`config.mk`:
```
export PLATFORM = sky130hd
export DESIGN_NAME = button_bank_press_classifier_flat
export DESIGN_NICKNAME = d
export VERILOG_FILES = /design/src/hdl/bbpc_pkg.sv /design/src/hdl/bbpc_in_if.sv /design/src/hdl/bbpc_out_if.sv /design/src/hdl/button_bank_press_classifier.sv /design/src/hdl/bbpc_state_mem.sv /design/src/hdl/bbpc_evt_fifo.sv /design/src/flat_wrapper.sv
export SDC_FILE = /design/constraint.sdc
export NUM_CORES = 1
export LEC_CHECK = 0
export BUFFER_PORTS_ARGS = -buffer_cell sky130_fd_sc_hd__clkbuf_2
export CAP_MARGIN = 20
export CORE_AREA = 2 2 153 155
export DETAILED_ROUTE_END_ITERATION = 10
export DIE_AREA = 0 0 155 157
export PLACE_DENSITY = 0.73
export SETUP_SLACK_MARGIN = 0.1
export SLEW_MARGIN = 25
export SYNTH_ARGS = -nofsm -noshare
export SYNTH_HDL_FRONTEND = slang
export SYNTH_SLANG_ARGS = --single-unit
```
`constraint.sdc`:
```
create_clock -name clk_i -period 5.2 [get_ports clk_i]
set_input_delay 0.52 -clock clk_i [delete_from_list [all_inputs] [get_ports clk_i]]
set_output_delay 0.52 -clock clk_i [all_outputs]
set_load 0.02 [all_outputs]
```
`src/hdl/bbpc_pkg.sv`:
```
// ============================================================================
// bbpc_pkg: button bank press classifier shared definitions
// Field widths, register indexes, event codes and the event record.
// ============================================================================
package bbpc_pkg;

  localparam int unsigned RawW      = 5;   // raw_levels width
  localparam int unsigned IdxW      = 3;   // button_index width
  localparam int unsigned KindW     = 2;   // event_kind width
  localparam int unsigned CfgW      = 12;  // configuration register width
  localparam int unsigned CfgIdxW   = 2;   // configuration index width
  localparam int unsigned MaxEvents = 5;   // events kept per tick
  localparam int unsigned EvCntW    = 3;   // holds 0 .. MaxEvents
  localparam int unsigned FifoDepth = 8;
  localparam int unsigned FifoPtrW  = 3;
  localparam int unsigned FifoCntW  = 4;
  // Reads may start only while the queue holds at most this many entries.
  localparam int unsigned FifoIssueMax = FifoDepth - 4;

  localparam logic [CfgW-1:0] DebounceReset  = 12'd50;
  localparam logic [CfgW-1:0] LongPressReset = 12'd600;

  typedef enum logic [CfgIdxW-1:0] {
    RegDebounce  = 2'd0,
    RegLongPress = 2'd1
  } cfg_reg_e;

  typedef enum logic [KindW-1:0] {
    EvPress = 2'd0,
    EvClick = 2'd1,
    EvLong  = 2'd2
  } evt_kind_e;

  typedef struct packed {
    logic [IdxW-1:0] button_index;
    evt_kind_e       event_kind;
    logic            last_event;
  } evt_t;

endpackage

```
`src/hdl/bbpc_in_if.sv`:
```
// ============================================================================
// bbpc_in_if: tick channel
// Carries one beat of raw button levels per tick.
// ============================================================================
interface bbpc_in_if;
  logic                       valid;
  logic                       ready;
  logic [bbpc_pkg::RawW-1:0]  raw_levels;

  modport source (output valid, output raw_levels, input ready);
  modport sink   (input valid, input raw_levels, output ready);
endinterface

```
`src/hdl/bbpc_out_if.sv`:
```
// ============================================================================
// bbpc_out_if: event channel
// Carries one button event per beat.
// ============================================================================
interface bbpc_out_if;
  logic                        valid;
  logic                        ready;
  logic [bbpc_pkg::IdxW-1:0]   button_index;
  logic [bbpc_pkg::KindW-1:0]  event_kind;
  logic                        last_event;

  modport source (output valid, output button_index, output event_kind,
                  output last_event, input ready);
  modport sink   (input valid, input button_index, input event_kind,
                  input last_event, output ready);
endinterface

```
`src/hdl/button_bank_press_classifier.sv`:
```
// ============================================================================
// button_bank_press_classifier: debounce and short/long press detection
// Per-button state lives in a small memory, updated once per tick.
// ============================================================================
// Usage:
//   in_s carries one beat per millisecond tick with the raw level of every
//   button. Each tick walks the buttons in order, one per clock while the
//   queue holds at most FifoIssueMax events: the state word is read from
//   memory, updated and written back the next cycle. A new tick is taken
//   in the cycle its predecessor reads its last button, so a new tick is
//   taken before the previous one has been updated.
//   out_s carries the press, click and long-press events of a tick in
//   button order; the final event of a tick has last_event set.
//   Events wait in an 8-entry queue; while the receiver stalls and the
//   queue fills, button reads pause and in_s.ready drops.
//   cfg_we_i writes debounce_ms (index 0) or long_press_ms (index 1);
//   write only while no tick is in flight.
//   Reset clears all button state, the queue and restores the registers
//   to 50 and 600 ticks; no clearing pass is needed.
// ============================================================================
module button_bank_press_classifier #(
  parameter int unsigned NUM_BUTTONS = 5,
  parameter int unsigned AGE_BITS    = 12
) (
  input  logic                           clk_i,
  input  logic                           rst_ni,
  bbpc_in_if.sink                        in_s,
  bbpc_out_if.source                     out_s,
  input  logic                           cfg_we_i,
  input  logic [bbpc_pkg::CfgIdxW-1:0]   cfg_idx_i,
  input  logic [bbpc_pkg::CfgW-1:0]      cfg_wdata_i
);

  localparam int unsigned CntW  = (NUM_BUTTONS > 1) ? $clog2(NUM_BUTTONS) : 1;
  localparam int unsigned ExtW  = (NUM_BUTTONS > bbpc_pkg::RawW) ? NUM_BUTTONS
                                                                  : bbpc_pkg::RawW;
  localparam int unsigned CmpW  = (AGE_BITS > bbpc_pkg::CfgW) ? AGE_BITS : bbpc_pkg::CfgW;
  localparam int unsigned StW   = 3 + 2 * AGE_BITS;
  // state word layout: {last_raw, change_age, pressed, hold_age, long_done}
  localparam int unsigned LdB   = 0;
  localparam int unsigned HaLo  = 1;
  localparam int unsigned PrB   = AGE_BITS + 1;
  localparam int unsigned CaLo  = AGE_BITS + 2;
  localparam int unsigned LrB   = 2 * AGE_BITS + 2;
  localparam logic [CntW-1:0]     LastCnt = CntW'(NUM_BUTTONS - 1);
  localparam logic [AGE_BITS-1:0] AgeMax  = '1;

  // configuration registers
  logic [bbpc_pkg::CfgW-1:0] db_q, lp_q;

  always_ff @(posedge clk_i or negedge rst_ni) begin
    if (!rst_ni) begin
      db_q <= bbpc_pkg::DebounceReset;
      lp_q <= bbpc_pkg::LongPressReset;
    end else if (cfg_we_i) begin
      case (cfg_idx_i)
        bbpc_pkg::RegDebounce:  db_q <= cfg_wdata_i;
        bbpc_pkg::RegLongPress: lp_q <= cfg_wdata_i;
        default: ;
      endcase
    end
  end

  // ---------------------------------------------------------------------
  // Read stage: walk the buttons of the current tick
  // ---------------------------------------------------------------------
  logic                           busy_q;
  logic [CntW-1:0]                cnt_q;
  logic [bbpc_pkg::RawW-1:0]      levels_q;
  logic [ExtW-1:0]                lv_ext;
  logic [bbpc_pkg::FifoCntW-1:0]  fifo_cnt;
  logic                           issue, a_last, in_acc;

  assign lv_ext = ExtW'(levels_q);
  assign issue  = busy_q && (fifo_cnt <= bbpc_pkg::FifoCntW'(bbpc_pkg::FifoIssueMax));
  assign a_last = (cnt_q == LastCnt);
  assign in_s.ready = !busy_q || (issue && a_last);
  assign in_acc = in_s.valid && in_s.ready;

  always_ff @(posedge clk_i or negedge rst_ni) begin
    if (!rst_ni) begin
      busy_q <= 1'b0;
      cnt_q  <= '0;
    end else if (in_acc) begin
      busy_q <= 1'b1;
      cnt_q  <= '0;
    end else if (issue) begin
      if (a_last) begin
        busy_q <= 1'b0;
      end else begin
        cnt_q <= cnt_q + 1'b1;
      end
    end
  end

  always_ff @(posedge clk_i) begin
    if (in_acc) begin
      levels_q <= in_s.raw_levels;
    end
  end

  // ---------------------------------------------------------------------
  // Update stage
  // ---------------------------------------------------------------------
  logic            b_v_q, b_raw_q, b_last_q, b_first_q;
  logic [CntW-1:0] b_idx_q;

  always_ff @(posedge clk_i or negedge rst_ni) begin
    if (!rst_ni) begin
      b_v_q <= 1'b0;
    end else begin
      b_v_q <= issue;
    end
  end

  always_ff @(posedge clk_i) begin
    if (issue) begin
      b_idx_q   <= cnt_q;
      b_raw_q   <= lv_ext[cnt_q];
      b_last_q  <= a_last;
      b_first_q <= (cnt_q == '0);
    end
  end

  logic [StW-1:0] st_rd, st_wr;

  bbpc_state_mem #(
    .Depth (NUM_BUTTONS),
    .Width (StW)
  ) u_state_mem (
    .clk_i     (clk_i),
    .rst_ni    (rst_ni),
    .rd_en_i   (issue),
    .rd_addr_i (cnt_q),
    .rd_data_o (st_rd),
    .wr_en_i   (b_v_q),
    .wr_addr_i (b_idx_q),
    .wr_data_i (st_wr)
  );

  logic [AGE_BITS-1:0]  ca, ha;
  logic                 lr, pr, ld, ev;
  bbpc_pkg::evt_kind_e  kind;

  always_comb begin
    ca   = st_rd[CaLo +: AGE_BITS];
    ha   = st_rd[HaLo +: AGE_BITS];
    lr   = st_rd[LrB];
    pr   = st_rd[PrB];
    ld   = st_rd[LdB];
    ev   = 1'b0;
    kind = bbpc_pkg::EvPress;
    // saturating age advance
    if (ca != AgeMax) begin
      ca = ca + 1'b1;
    end
    if (ha != AgeMax) begin
      ha = ha + 1'b1;
    end
    if (b_raw_q != lr) begin
      ca = '0;
      lr = b_raw_q;
    end
    if (CmpW'(ca) > CmpW'(db_q)) begin
      if (b_raw_q && !pr) begin
        pr   = 1'b1;
        ha   = '0;
        ld   = 1'b0;
        ev   = 1'b1;
        kind = bbpc_pkg::EvPress;
      end else if (!b_raw_q && pr) begin
        pr = 1'b0;
        if (!ld) begin
          ev   = 1'b1;
          kind = bbpc_pkg::EvClick;
        end
      end
      if (!ev && b_raw_q && pr && !ld && (CmpW'(ha) > CmpW'(lp_q))) begin
        ld   = 1'b1;
        ev   = 1'b1;
        kind = bbpc_pkg::EvLong;
      end
    end
    st_wr = {lr, ca, pr, ha, ld};
  end

  // ---------------------------------------------------------------------
  // Event staging: hold one event back until the next one or the tick end
  // tells whether it is the last of its tick.
  // ---------------------------------------------------------------------
  logic [bbpc_pkg::EvCntW-1:0] ev_cnt_q, ev_cnt_base;
  logic                        emit, close_q, pend_v_q, push;
  bbpc_pkg::evt_t              pend_q, push_data;

  assign ev_cnt_base = b_first_q ? '0 : ev_cnt_q;
  assign emit = b_v_q && ev && (ev_cnt_base < bbpc_pkg::EvCntW'(bbpc_pkg::MaxEvents));
  assign push = pend_v_q && (close_q || emit);

  always_comb begin
    push_data            = pend_q;
    push_data.last_event = close_q;
  end

  always_ff @(posedge clk_i or negedge rst_ni) begin
    if (!rst_ni) begin
      ev_cnt_q <= '0;
      close_q  <= 1'b0;
      pend_v_q <= 1'b0;
    end else begin
      close_q <= b_v_q && b_last_q;
      if (b_v_q) begin
        ev_cnt_q <= ev_cnt_base + bbpc_pkg::EvCntW'(emit);
      end
      if (emit) begin
        pend_v_q <= 1'b1;
      end else if (close_q) begin
        pend_v_q <= 1'b0;
      end
    end
  end

  always_ff @(posedge clk_i) begin
    if (emit) begin
      pend_q.button_index <= bbpc_pkg::IdxW'(b_idx_q);
      pend_q.event_kind   <= kind;
      pend_q.last_event   <= 1'b0;
    end
  end

  // ---------------------------------------------------------------------
  // Output queue
  // ---------------------------------------------------------------------
  bbpc_pkg::evt_t head;
  logic           pop;

  assign pop = out_s.valid && out_s.ready;

  bbpc_evt_fifo u_evt_fifo (
    .clk_i       (clk_i),
    .rst_ni      (rst_ni),
    .push_i      (push),
    .push_data_i (push_data),
    .pop_i       (pop),
    .head_o      (head),
    .count_o     (fifo_cnt)
  );

  assign out_s.valid        = (fifo_cnt != '0);
  assign out_s.button_index = head.button_index;
  assign out_s.event_kind   = head.event_kind;
  assign out_s.last_event   = head.last_event;

endmodule

```
`src/hdl/bbpc_state_mem.sv`:
```
// ============================================================================
// bbpc_state_mem: per-button state memory
// One write and one read port, registered read data, write-to-read bypass.
// Entries read as zero until first written after reset.
// ============================================================================
module bbpc_state_mem #(
  parameter int unsigned Depth = 5,
  parameter int unsigned Width = 27
) (
  input  logic                                  clk_i,
  input  logic                                  rst_ni,
  input  logic                                  rd_en_i,
  input  logic [(Depth > 1 ? $clog2(Depth) : 1)-1:0] rd_addr_i,
  output logic [Width-1:0]                      rd_data_o,
  input  logic                                  wr_en_i,
  input  logic [(Depth > 1 ? $clog2(Depth) : 1)-1:0] wr_addr_i,
  input  logic [Width-1:0]                      wr_data_i
);

  logic [Width-1:0] mem_q [Depth];
  logic [Depth-1:0] vld_q;
  logic [Width-1:0] rd_q;
  logic             rd_vld_q;
  logic             fwd;

  assign fwd = wr_en_i && (wr_addr_i == rd_addr_i);

  always_ff @(posedge clk_i) begin
    if (wr_en_i) begin
      mem_q[wr_addr_i] <= wr_data_i;
    end
    if (rd_en_i) begin
      // on an address match, take the word being written this cycle
      rd_q <= fwd ? wr_data_i : mem_q[rd_addr_i];
    end
  end

  always_ff @(posedge clk_i or negedge rst_ni) begin
    if (!rst_ni) begin
      vld_q    <= '0;
      rd_vld_q <= 1'b0;
    end else begin
      if (wr_en_i) begin
        vld_q[wr_addr_i] <= 1'b1;
      end
      if (rd_en_i) begin
        rd_vld_q <= fwd || vld_q[rd_addr_i];
      end
    end
  end

  assign rd_data_o = rd_vld_q ? rd_q : '0;

endmodule

```
`src/hdl/bbpc_evt_fifo.sv`:
```
// ============================================================================
// bbpc_evt_fifo: event queue
// Small FIFO between the classifier pipeline and the event channel.
// ============================================================================
module bbpc_evt_fifo (
  input  logic                          clk_i,
  input  logic                          rst_ni,
  input  logic                          push_i,
  input  bbpc_pkg::evt_t                push_data_i,
  input  logic                          pop_i,
  output bbpc_pkg::evt_t                head_o,
  output logic [bbpc_pkg::FifoCntW-1:0] count_o
);

  bbpc_pkg::evt_t                  buf_q [bbpc_pkg::FifoDepth];
  logic [bbpc_pkg::FifoPtrW-1:0]   wr_ptr_q, rd_ptr_q;
  logic [bbpc_pkg::FifoCntW-1:0]   cnt_q;

  always_ff @(posedge clk_i) begin
    if (push_i) begin
      buf_q[wr_ptr_q] <= push_data_i;
    end
  end

  always_ff @(posedge clk_i or negedge rst_ni) begin
    if (!rst_ni) begin
      wr_ptr_q <= '0;
      rd_ptr_q <= '0;
      cnt_q    <= '0;
    end else begin
      if (push_i) begin
        wr_ptr_q <= wr_ptr_q + 1'b1;
      end
      if (pop_i) begin
        rd_ptr_q <= rd_ptr_q + 1'b1;
      end
      case ({push_i, pop_i})
        2'b10:   cnt_q <= cnt_q + 1'b1;
        2'b01:   cnt_q <= cnt_q - 1'b1;
        default: cnt_q <= cnt_q;
      endcase
    end
  end

  assign head_o  = buf_q[rd_ptr_q];
  assign count_o = cnt_q;

endmodule
```
`src/flat_wrapper.sv`:
```
// flat-port wrapper written by rule: the top's interface ports become plain ports
module button_bank_press_classifier_flat 
#(
  parameter int unsigned NUM_BUTTONS = 5,
  parameter int unsigned AGE_BITS    = 12
)
  (clk_i, rst_ni, cfg_we_i, cfg_idx_i, cfg_wdata_i, in_s_valid, in_s_raw_levels, in_s_ready, out_s_valid, out_s_button_index, out_s_event_kind, out_s_last_event, out_s_ready);
  bbpc_in_if in_s_i ();
  bbpc_out_if out_s_i ();
  input  logic clk_i;
  input  logic rst_ni;
  input  logic cfg_we_i;
  input  logic [bbpc_pkg::CfgIdxW-1:0] cfg_idx_i;
  input  logic [bbpc_pkg::CfgW-1:0] cfg_wdata_i;
  input wire logic [$bits(in_s_i.valid)-1:0] in_s_valid;
  input wire logic [$bits(in_s_i.raw_levels)-1:0] in_s_raw_levels;
  output wire logic [$bits(in_s_i.ready)-1:0] in_s_ready;
  output wire logic [$bits(out_s_i.valid)-1:0] out_s_valid;
  output wire logic [$bits(out_s_i.button_index)-1:0] out_s_button_index;
  output wire logic [$bits(out_s_i.event_kind)-1:0] out_s_event_kind;
  output wire logic [$bits(out_s_i.last_event)-1:0] out_s_last_event;
  input wire logic [$bits(out_s_i.ready)-1:0] out_s_ready;
  assign in_s_i.valid = in_s_valid;
  assign in_s_i.raw_levels = in_s_raw_levels;
  assign in_s_ready = in_s_i.ready;
  assign out_s_valid = out_s_i.valid;
  assign out_s_button_index = out_s_i.button_index;
  assign out_s_event_kind = out_s_i.event_kind;
  assign out_s_last_event = out_s_i.last_event;
  assign out_s_i.ready = out_s_ready;
  button_bank_press_classifier #(.NUM_BUTTONS(NUM_BUTTONS), .AGE_BITS(AGE_BITS)) u_core (.clk_i(clk_i), .rst_ni(rst_ni), .in_s(in_s_i), .out_s(out_s_i), .cfg_we_i(cfg_we_i), .cfg_idx_i(cfg_idx_i), .cfg_wdata_i(cfg_wdata_i));
endmodule
```
* Word-level counts from Yosys, hierarchy flattened *
Memory sizes are Yosys's and may differ from the RTL's. A register that Yosys moved wholly into a read port is not among the register bits.
Index checks and enable logic that the tools add are counted.

cells by class
  reduce and logical (&&, ||, !) cells = 36
  equal/unequal tests = 9
  $lt $le $gt $ge = 7
  add/subtract/negate cells = 8
  bitwise operators = 3
  multiplexer cells = 46

operators by type and width
  operator                                                                number
  12-bit 2-to-1 mux                                                       6
  1-bit 2-to-1 mux                                                        28
  27-bit 2-to-1 mux                                                       1
  12-bit by 1-bit adder with 12-bit output (second input constant)        2
  12-bit greater-than comparator                                          2
  12-bit inequality test (second input constant)                          2
  1-bit logical AND                                                       16
  3-bit 2-to-1 mux                                                        4
  3-bit by 1-bit adder with 3-bit output (second input constant)          3
  3-bit by 4-bit < comparator with 1-bit output (second input constant)   2
  4-bit case mux with 2 select lines                                      1
  2-bit AND reduction                                                     4
  2-bit nonzero test                                                      4
  1-bit binary-select mux with 3-bit select                               2
  2-bit 2-to-1 mux                                                        3
  1-bit zero test                                                         5
  5-bit bitwise OR                                                        1
  4-bit by 1-bit adder with 4-bit output (second input constant)          1
  2-bit by 1-bit == test with 1-bit output (second input constant)        2
  4-bit by 3-bit <= comparator with 1-bit output (second input constant)  1
  4-bit nonzero test                                                      1
  4-bit OR reduction                                                      1
  4-bit by 1-bit subtractor with 4-bit output (second input constant)     1
  3-bit by 1-bit adder with 3-bit output                                  1
  12 further kinds                                                        15

word-level totals
  input bits = 24
  register bits after elaboration = 66
  logic and storage cells = 132
  output and inout bits = 8
  memories kept = 2
  bits in writable memories = 183

memory list
  name                      depth  width  read ports  clocked after Yosys merged registers in  wr ports  RTL line              text
  u_core.u_state_mem.mem_q  5      27     1           1                                        1         bbpc_state_mem.sv:20  logic [Width-1:0] mem_q [Depth];
  u_core.u_evt_fifo.buf_q   8      6      1           0                                        1         bbpc_evt_fifo.sv:15   bbpc_pkg::evt_t buf_q [bbpc_pkg::FifoDepth];

* Depth between registers and ports, before layout *
  word-level depth = 19
  mapped depth = 26
  mapped depth without buffers = 22

* Cells and area by module *
A second synthesis with hierarchy kept.

unflattened totals
  cell total of the unflattened synthesis = 778
  area total of the unflattened synthesis = 12,509.5 sq um

by module, submodules not included
  module                        seq. area each (sq um)  instances  cells each  area each (sq um)
  bbpc_state_mem                5,014.8                 1          310         6,775.2
  button_bank_press_classifier  1,340.0                 1          347         3,342.0
  bbpc_evt_fifo                 1,691.6                 1          121         2,392.3

* Least setup slack after synthesis *
Ideal clock, no wire load.

  kind = reg2reg
  from = register u_core.u_state_mem.rd_vld_q
  to = register u_core.u_evt_fifo.cnt_q, in the netlist u_core.u_evt_fifo.count_o[3]
  slack = 410 ps
  cell stages (with the launch flop) = 25
  setup time = 125 ps
  arrival time = 4,665 ps
  period minus slack after synthesis = 4,790 ps
  data required time = 5,075 ps
  path buffers = 4
  path through = dfrtp_1 > buf_4 > buf_2 > clkbuf_1 > and2_1 > ha_1 > nand3_1 > nor3_1 > nand2_1 > a211oi_1 > ha_1 > nand2_1 > o21ai_0 > a2111oi_2 > a21oi_2 > o311a_4 > o21ai_2 > buf_6 > ha_1 > ha_1 > a21o_1 > a21oi_1 > xnor2_1 > nor2_1 > xor2_1

between the ends
  elaborated cells between the ends (all ways) = 41
  classes of those cells = add/sub (2); order compare (2); eq/ne (5); mux (18); reduce/logical (14)

RTL lines
  element                                                                                    RTL line                                                                  text
  start: declaration                                                                         bbpc_state_mem.sv:23                                                      logic rd_vld_q;
  start signal: assignment                                                                   bbpc_state_mem.sv:47                                                      rd_vld_q <= fwd || vld_q[rd_addr_i];
  27-bit 2-to-1 mux *                                                                        bbpc_state_mem.sv:52                                                      assign rd_data_o = rd_vld_q ? rd_q : '0;
  12-bit by 1-bit adder with 12-bit output / 12-bit inequality test (equally long branches)  button_bank_press_classifier.sv:155, button_bank_press_classifier.sv:154
  12-bit 2-to-1 mux                                                                          button_bank_press_classifier.sv:154                                       if (ca != AgeMax) begin
  12-bit 2-to-1 mux *                                                                        button_bank_press_classifier.sv:160                                       if (b_raw_q != lr) begin
  via u_core.ca[10]                                                                          button_bank_press_classifier.sv:141                                       logic [AGE_BITS-1:0] ca, ha;
  12-bit greater-than comparator *                                                           button_bank_press_classifier.sv:164                                       if (CmpW'(ca) > CmpW'(db_q)) begin
  1-bit 2-to-1 mux *                                                                         button_bank_press_classifier.sv:164
  1-bit logical AND * (2 in series)                                                          button_bank_press_classifier.sv:196                                       assign emit = b_v_q && ev && (ev_cnt_base < bbpc_pkg::EvCntW'(bbpc_pkg::MaxEvents));
  via u_core.emit                                                                            button_bank_press_classifier.sv:192                                       logic emit, close_q, pend_v_q, push;
  1-bit logical OR *                                                                         button_bank_press_classifier.sv:197                                       assign push = pend_v_q && (close_q || emit);
  1-bit logical AND *                                                                        button_bank_press_classifier.sv:197
  2-bit by 1-bit == test with 1-bit output / 2-bit == test (equally long branches)           bbpc_evt_fifo.sv:37                                                       case ({push_i, pop_i})
  4-bit case mux with 2 select lines / 2-bit nonzero test (equally long branches)            --
  end signal: assignment                                                                     bbpc_evt_fifo.sv:38                                                       2'b10: cnt_q <= cnt_q + 1'b1;
  end signal: assignment                                                                     bbpc_evt_fifo.sv:39                                                       2'b01: cnt_q <= cnt_q - 1'b1;
  end signal: assignment                                                                     bbpc_evt_fifo.sv:40                                                       default: cnt_q <= cnt_q;
  end: declaration                                                                           bbpc_evt_fifo.sv:17                                                       logic [bbpc_pkg::FifoCntW-1:0] cnt_q;

The timed path passes the listed nets; every way through them passes the cells marked *. The select of a mux whose other input is x is not followed.
A chain may end at the register's enable or synchronous reset.

* Worst setup path after layout *
  from = register u_core.u_state_mem.rd_q[1], read port of u_core.u_state_mem.mem_q
  to = register u_core.u_evt_fifo.cnt_q, in the netlist u_core.u_evt_fifo.count_o[3]

between the ends
  longest elaborated chain between the ends = 15
  elaborated cells between the ends (all ways) = 18
  classes of those cells = add/sub (1); order compare (1); eq/ne (3); mux (7); reduce/logical (6)

RTL lines
  element                                                                                    RTL line                                                                  text
  start: declaration                                                                         bbpc_state_mem.sv:22                                                      logic [Width-1:0] rd_q;
  27-bit 2-to-1 mux *                                                                        bbpc_state_mem.sv:52
  12-bit by 1-bit adder with 12-bit output / 12-bit inequality test (equally long branches)  button_bank_press_classifier.sv:158, button_bank_press_classifier.sv:157
  12-bit 2-to-1 mux *                                                                        button_bank_press_classifier.sv:157                                       if (ha != AgeMax) begin
  12-bit 2-to-1 mux *                                                                        button_bank_press_classifier.sv:165                                       if (b_raw_q && !pr) begin
  12-bit 2-to-1 mux *                                                                        button_bank_press_classifier.sv:164
  12-bit greater-than comparator *                                                           button_bank_press_classifier.sv:178                                       if (!ev && b_raw_q && pr && !ld && (CmpW'(ha) > CmpW'(lp_q))) begin
  1-bit logical AND *                                                                        button_bank_press_classifier.sv:178
  1-bit 2-to-1 mux *                                                                         button_bank_press_classifier.sv:178
  1-bit 2-to-1 mux *                                                                         button_bank_press_classifier.sv:164
  1-bit logical AND * (2 in series)                                                          button_bank_press_classifier.sv:196
  via u_core.emit                                                                            button_bank_press_classifier.sv:192
  1-bit logical OR *                                                                         button_bank_press_classifier.sv:197
  1-bit logical AND *                                                                        button_bank_press_classifier.sv:197
  2-bit by 1-bit == test with 1-bit output / 2-bit == test (equally long branches)           bbpc_evt_fifo.sv:37
  4-bit case mux with 2 select lines / 2-bit nonzero test (equally long branches)            --

Marks and branches as above.

==> reports/qor.csv <==
stage;metric;value;unit
synth;top_reg_cell synth;edfxtp_1;
cells_and_area;Storage cell area;0.00805;mm2
cts;# clock sinks;276;
cells_and_area;Final Util;0.620;
die;Initial Utilization;0.546;
synth;yosys warns;0;
setup_path;critical path cell sequence;and2_1 -> ha_2 -> nand2_1 -> or4_4 -> nand3_1 -> xnor2_1 -> nor2_1 -> ha_1 -> nand4_1 -> nor3_1 -> and4b_1 -> o31a_1 -> o311a_4 -> o21ai_2 -> ha_1 -> ha_1 -> a21o_1 -> a21oi_1 -> xnor2_1 -> nor2_1 -> xor2_1;
cells_and_area;Ant. Diodes;0;
placement;Detailed Place HPWL;14.5;mm
cells_and_area;synthesis-to-layout area growth;13.4;%
synth;Post-synth ARST share;0.181;
drt;Post-Route WL;23.5;mm
sta;post-route setup TNS;0;ns
sta;Worst Max-Slew Pin Slew;0.858;ns
sta;hold slack;0.0963;ns
sta;Final Skew;0.0209;ns
global_routing;total grt overflow;0;
setup_path;critical path fanouts, max;9;
sta;final setup fails;0;
sta;PnR worst setup slack;0.359;ns
cells_and_area;Design Area, Final;0.0139;mm2
drt;WL/cell;19.8;um
cts;CTS HTree Levels;1;
setup_path;Worst EP arrival;5.26;ns
sta;fin. max-slew vios;0;
cells_and_area;# fillers;1643;
cts;Clock Root Buffer;clkbuf_16;
cts;Num CTS Buffers;30;
global_routing;global-route wire length before repair;37.7;mm
die;I/O pin cnt;32;
setup_path;CP startpoint kind;flip-flop;
sta;Fin. Hold Viols;0;
synth;Distinct cells, synth;59;
setup_path;CP peak stage delay;0.55;ns
sta;max_slew headroom;0.428;
die;Die H;157;um
sta;crit path time final;4.84;ns
drt;total number of vias;6940;
synth;Synth Instances;823;
setup_path;CP delay by family, top;simple AND/OR/NAND/NOR gates;
synth;Synthesized Nets;885;
die;row cnt;55;
placement;pre-CTS WS;0.218;ns
cts;Clock Tree Buf Depth;3;
die;Die Wd;155;um
power;VDD IR max;0.347;mV
cells_and_area;share of cells above drive strength 1;0.238;
setup_path;Slowest cell on crit path;or4_4;
placement;DP Area;0.0129;mm2
synth;EDFF count, synth;226;
hold_path;Hold Path Class;input port to async pin;
cells_and_area;fin nets;942;
sta;Final period util;0.931;
drt;Iteration-0 DRC Markers;431;
setup_path;CP most frequent cell;ha_1;
setup_path;crit end category;flip-flop;
synth;Post-Syn Area;0.0123;mm2
power;PD cells;634;mW/mm2
power;Leak;0.00515;uW
cells_and_area;multi-input combinational cell area;0.00402;mm2
cts;CTS tree;built;
synth;Synth Register Bits;276;
run_status;status;completed;
die;core area;0.0225;mm2
global_routing;vias in the first global route;6966;
drt;ANT nets after route;0;
placement;GPL Wtd Cong;0.829;
synth;sequential share of the synthesized area;0.655;
setup_path;CP bufs+invs;0;
sta;FMAX;0.207;GHz
drt;drt first pass iters;5;
global_routing;gr usage total;0.198;
synth;Avg Inst Size Synth;14.9;um2
cts;Clk Latency, worst-skew pair;0.55;ns
placement;PortBufs;31;
global_routing;initial antenna violation count;0;
setup_path;Critical Path RT;5.62;ns
die;full die area;0.0243;mm2
sta;unrepaired setup endpoints after global routing;no;
drt;DRC violations left;0;
cts;Hold Buf Count CTS;0;
setup_path;kind of critical path;flip-flop to flip-flop;
drt;Via density;5.84;
cts;Worst-path clk slew;0.06;ns
job;maxcap violations;0;
global_routing;largest net degree at the start of global routing;56;
-- cell families (layout without fill, tap and decap cells) --
kind of cell / after synthesis / after routing / share of synthesized area
buffers and inverters: 74 / 155 / 0.0254
muxes: 96 / 96 / 0.123
DFF: 276 / 276 / 0.655
adders and majority gates: 38 / 38 / 0.0393
and+or+nand+nor: 213 / 213 / 0.0868
xor gates and xnor gates: 26 / 26 / 0.0185
AOI/OAI and AO/OA: 100 / 100 / 0.0527
-- sequential cells by signal (all words and copies together) (netlist names), 3 cells and up --
| name | flops |
|---|---|
| u_core.b_idx_q | 3 |
| u_core.cnt_q | 3 |
| u_core.db_q | 12 |
| u_core.ev_cnt_q | 3 |
| u_core.levels_q | 5 |
| u_core.lp_q | 12 |
| u_core.pend_q | 5 |
| u_core.u_evt_fifo.buf_q | 48 |
| u_core.u_evt_fifo.count_o | 4 |
| u_core.u_evt_fifo.rd_ptr_q | 3 |
| u_core.u_evt_fifo.wr_ptr_q | 3 |
| u_core.u_state_mem.mem_q | 135 |
| u_core.u_state_mem.rd_q | 27 |
| u_core.u_state_mem.vld_q | 5 |
-- synth_stat cells, types with 13 or more instances --
library cell	number	area share
mux4_2	41	0.075
dfrtp_1	43	0.088
mux2i_1	28	0.023
ha_1	37	0.038
mux2_2	27	0.025
o21ai_0	24	0.0098
nand2_1	67	0.020
a21oi_1	32	0.013
nor2_1	51	0.016
xnor2_1	17	0.012
inv_1	38	0.012
edfxtp_1	226	0.55
clkbuf_1	17	0.0052
nand4_1	13	0.0066
-- final timing paths --
kind | from | to | slack [ns] | depth (start not counted)
max | u_core.u_state_mem.rd_q[1] | u_core.u_evt_fifo.count_o[3] | 0.36 | 21
min | rst_ni | u_core.u_state_mem.vld_q[4] | 0.1 | 2
max reg2reg | u_core.u_state_mem.rd_q[1] | u_core.u_evt_fifo.count_o[3] | 0.36 | 21
min reg2reg | u_core.b_last_q | u_core.close_q | 0.46 | 1
max in group asynchronous | rst_ni | u_core.cnt_q[0] | 4.62 | 2
min in group clk_i | in_s_raw_levels[0] | u_core.levels_q[0] | 0.16 | 1
-- where the power goes --
part           internal (uW)  total (uW)  switching [uW]
Sequential              3270        3630             365
Clock                   1290        2130             838
Combinational           1280        3070            1790
-- layer usage --
layer	GRT usage	part of all wire
met1	0.281	0.45
met2	0.326	0.48
met3	0.0284	0.048
met4	0.0538	0.017
met5	0	0
-- placed cells by master, fill, tap and decap left out, types with 6 or more instances in the layout --
cell	count
clkbuf_2	31
edfxtp_1	226
clkbuf_16	31
nor3_1	8
nand3_1	9
o211ai_1	6
o21a_1	12
buf_4	29
clkinv_1	7
a21oi_1	32
nor2_1	49
mux2i_1	28
xor2_1	9
dfstp_2	7
mux2_2	27
nor2b_1	8
nor2_2	6
dfrtp_1	41
nand2_1	66
nand4_1	13
mux4_2	41
and2_1	10
inv_1	38
or2_2	6
ha_1	36
xnor2_1	17
o21ai_0	24
clkbuf_1	9
-- per-stage QoR --
| stage | power, uW | cells |
|---|---|---|
| global placement | 6560 | 1132 |
| detailed placement | 6660 | 1132 |
| finish | 8830 | 1189 |
| floorplan | 5810 | 823 |
| CTS | 8810 | 1188 |
| global route | 9360 | 1189 |
-- timing repair --
action                     CTS  global route
setup endpoints to repair    0            27
buffers inserted             0             1
gates resized for setup      0            13
-- cell type report --
class                           count  area share
Sequential cell                   276       0.577
Inverter                           38      0.0102
Tap cell                          285      0.0256
Clock inverter                     16      0.0131
Multi-Input combinational cell    473       0.288
Timing Repair Buffer               61      0.0278
Clock buffer                       40      0.0581
Note: power is estimated with default switching activity, not from simulation.
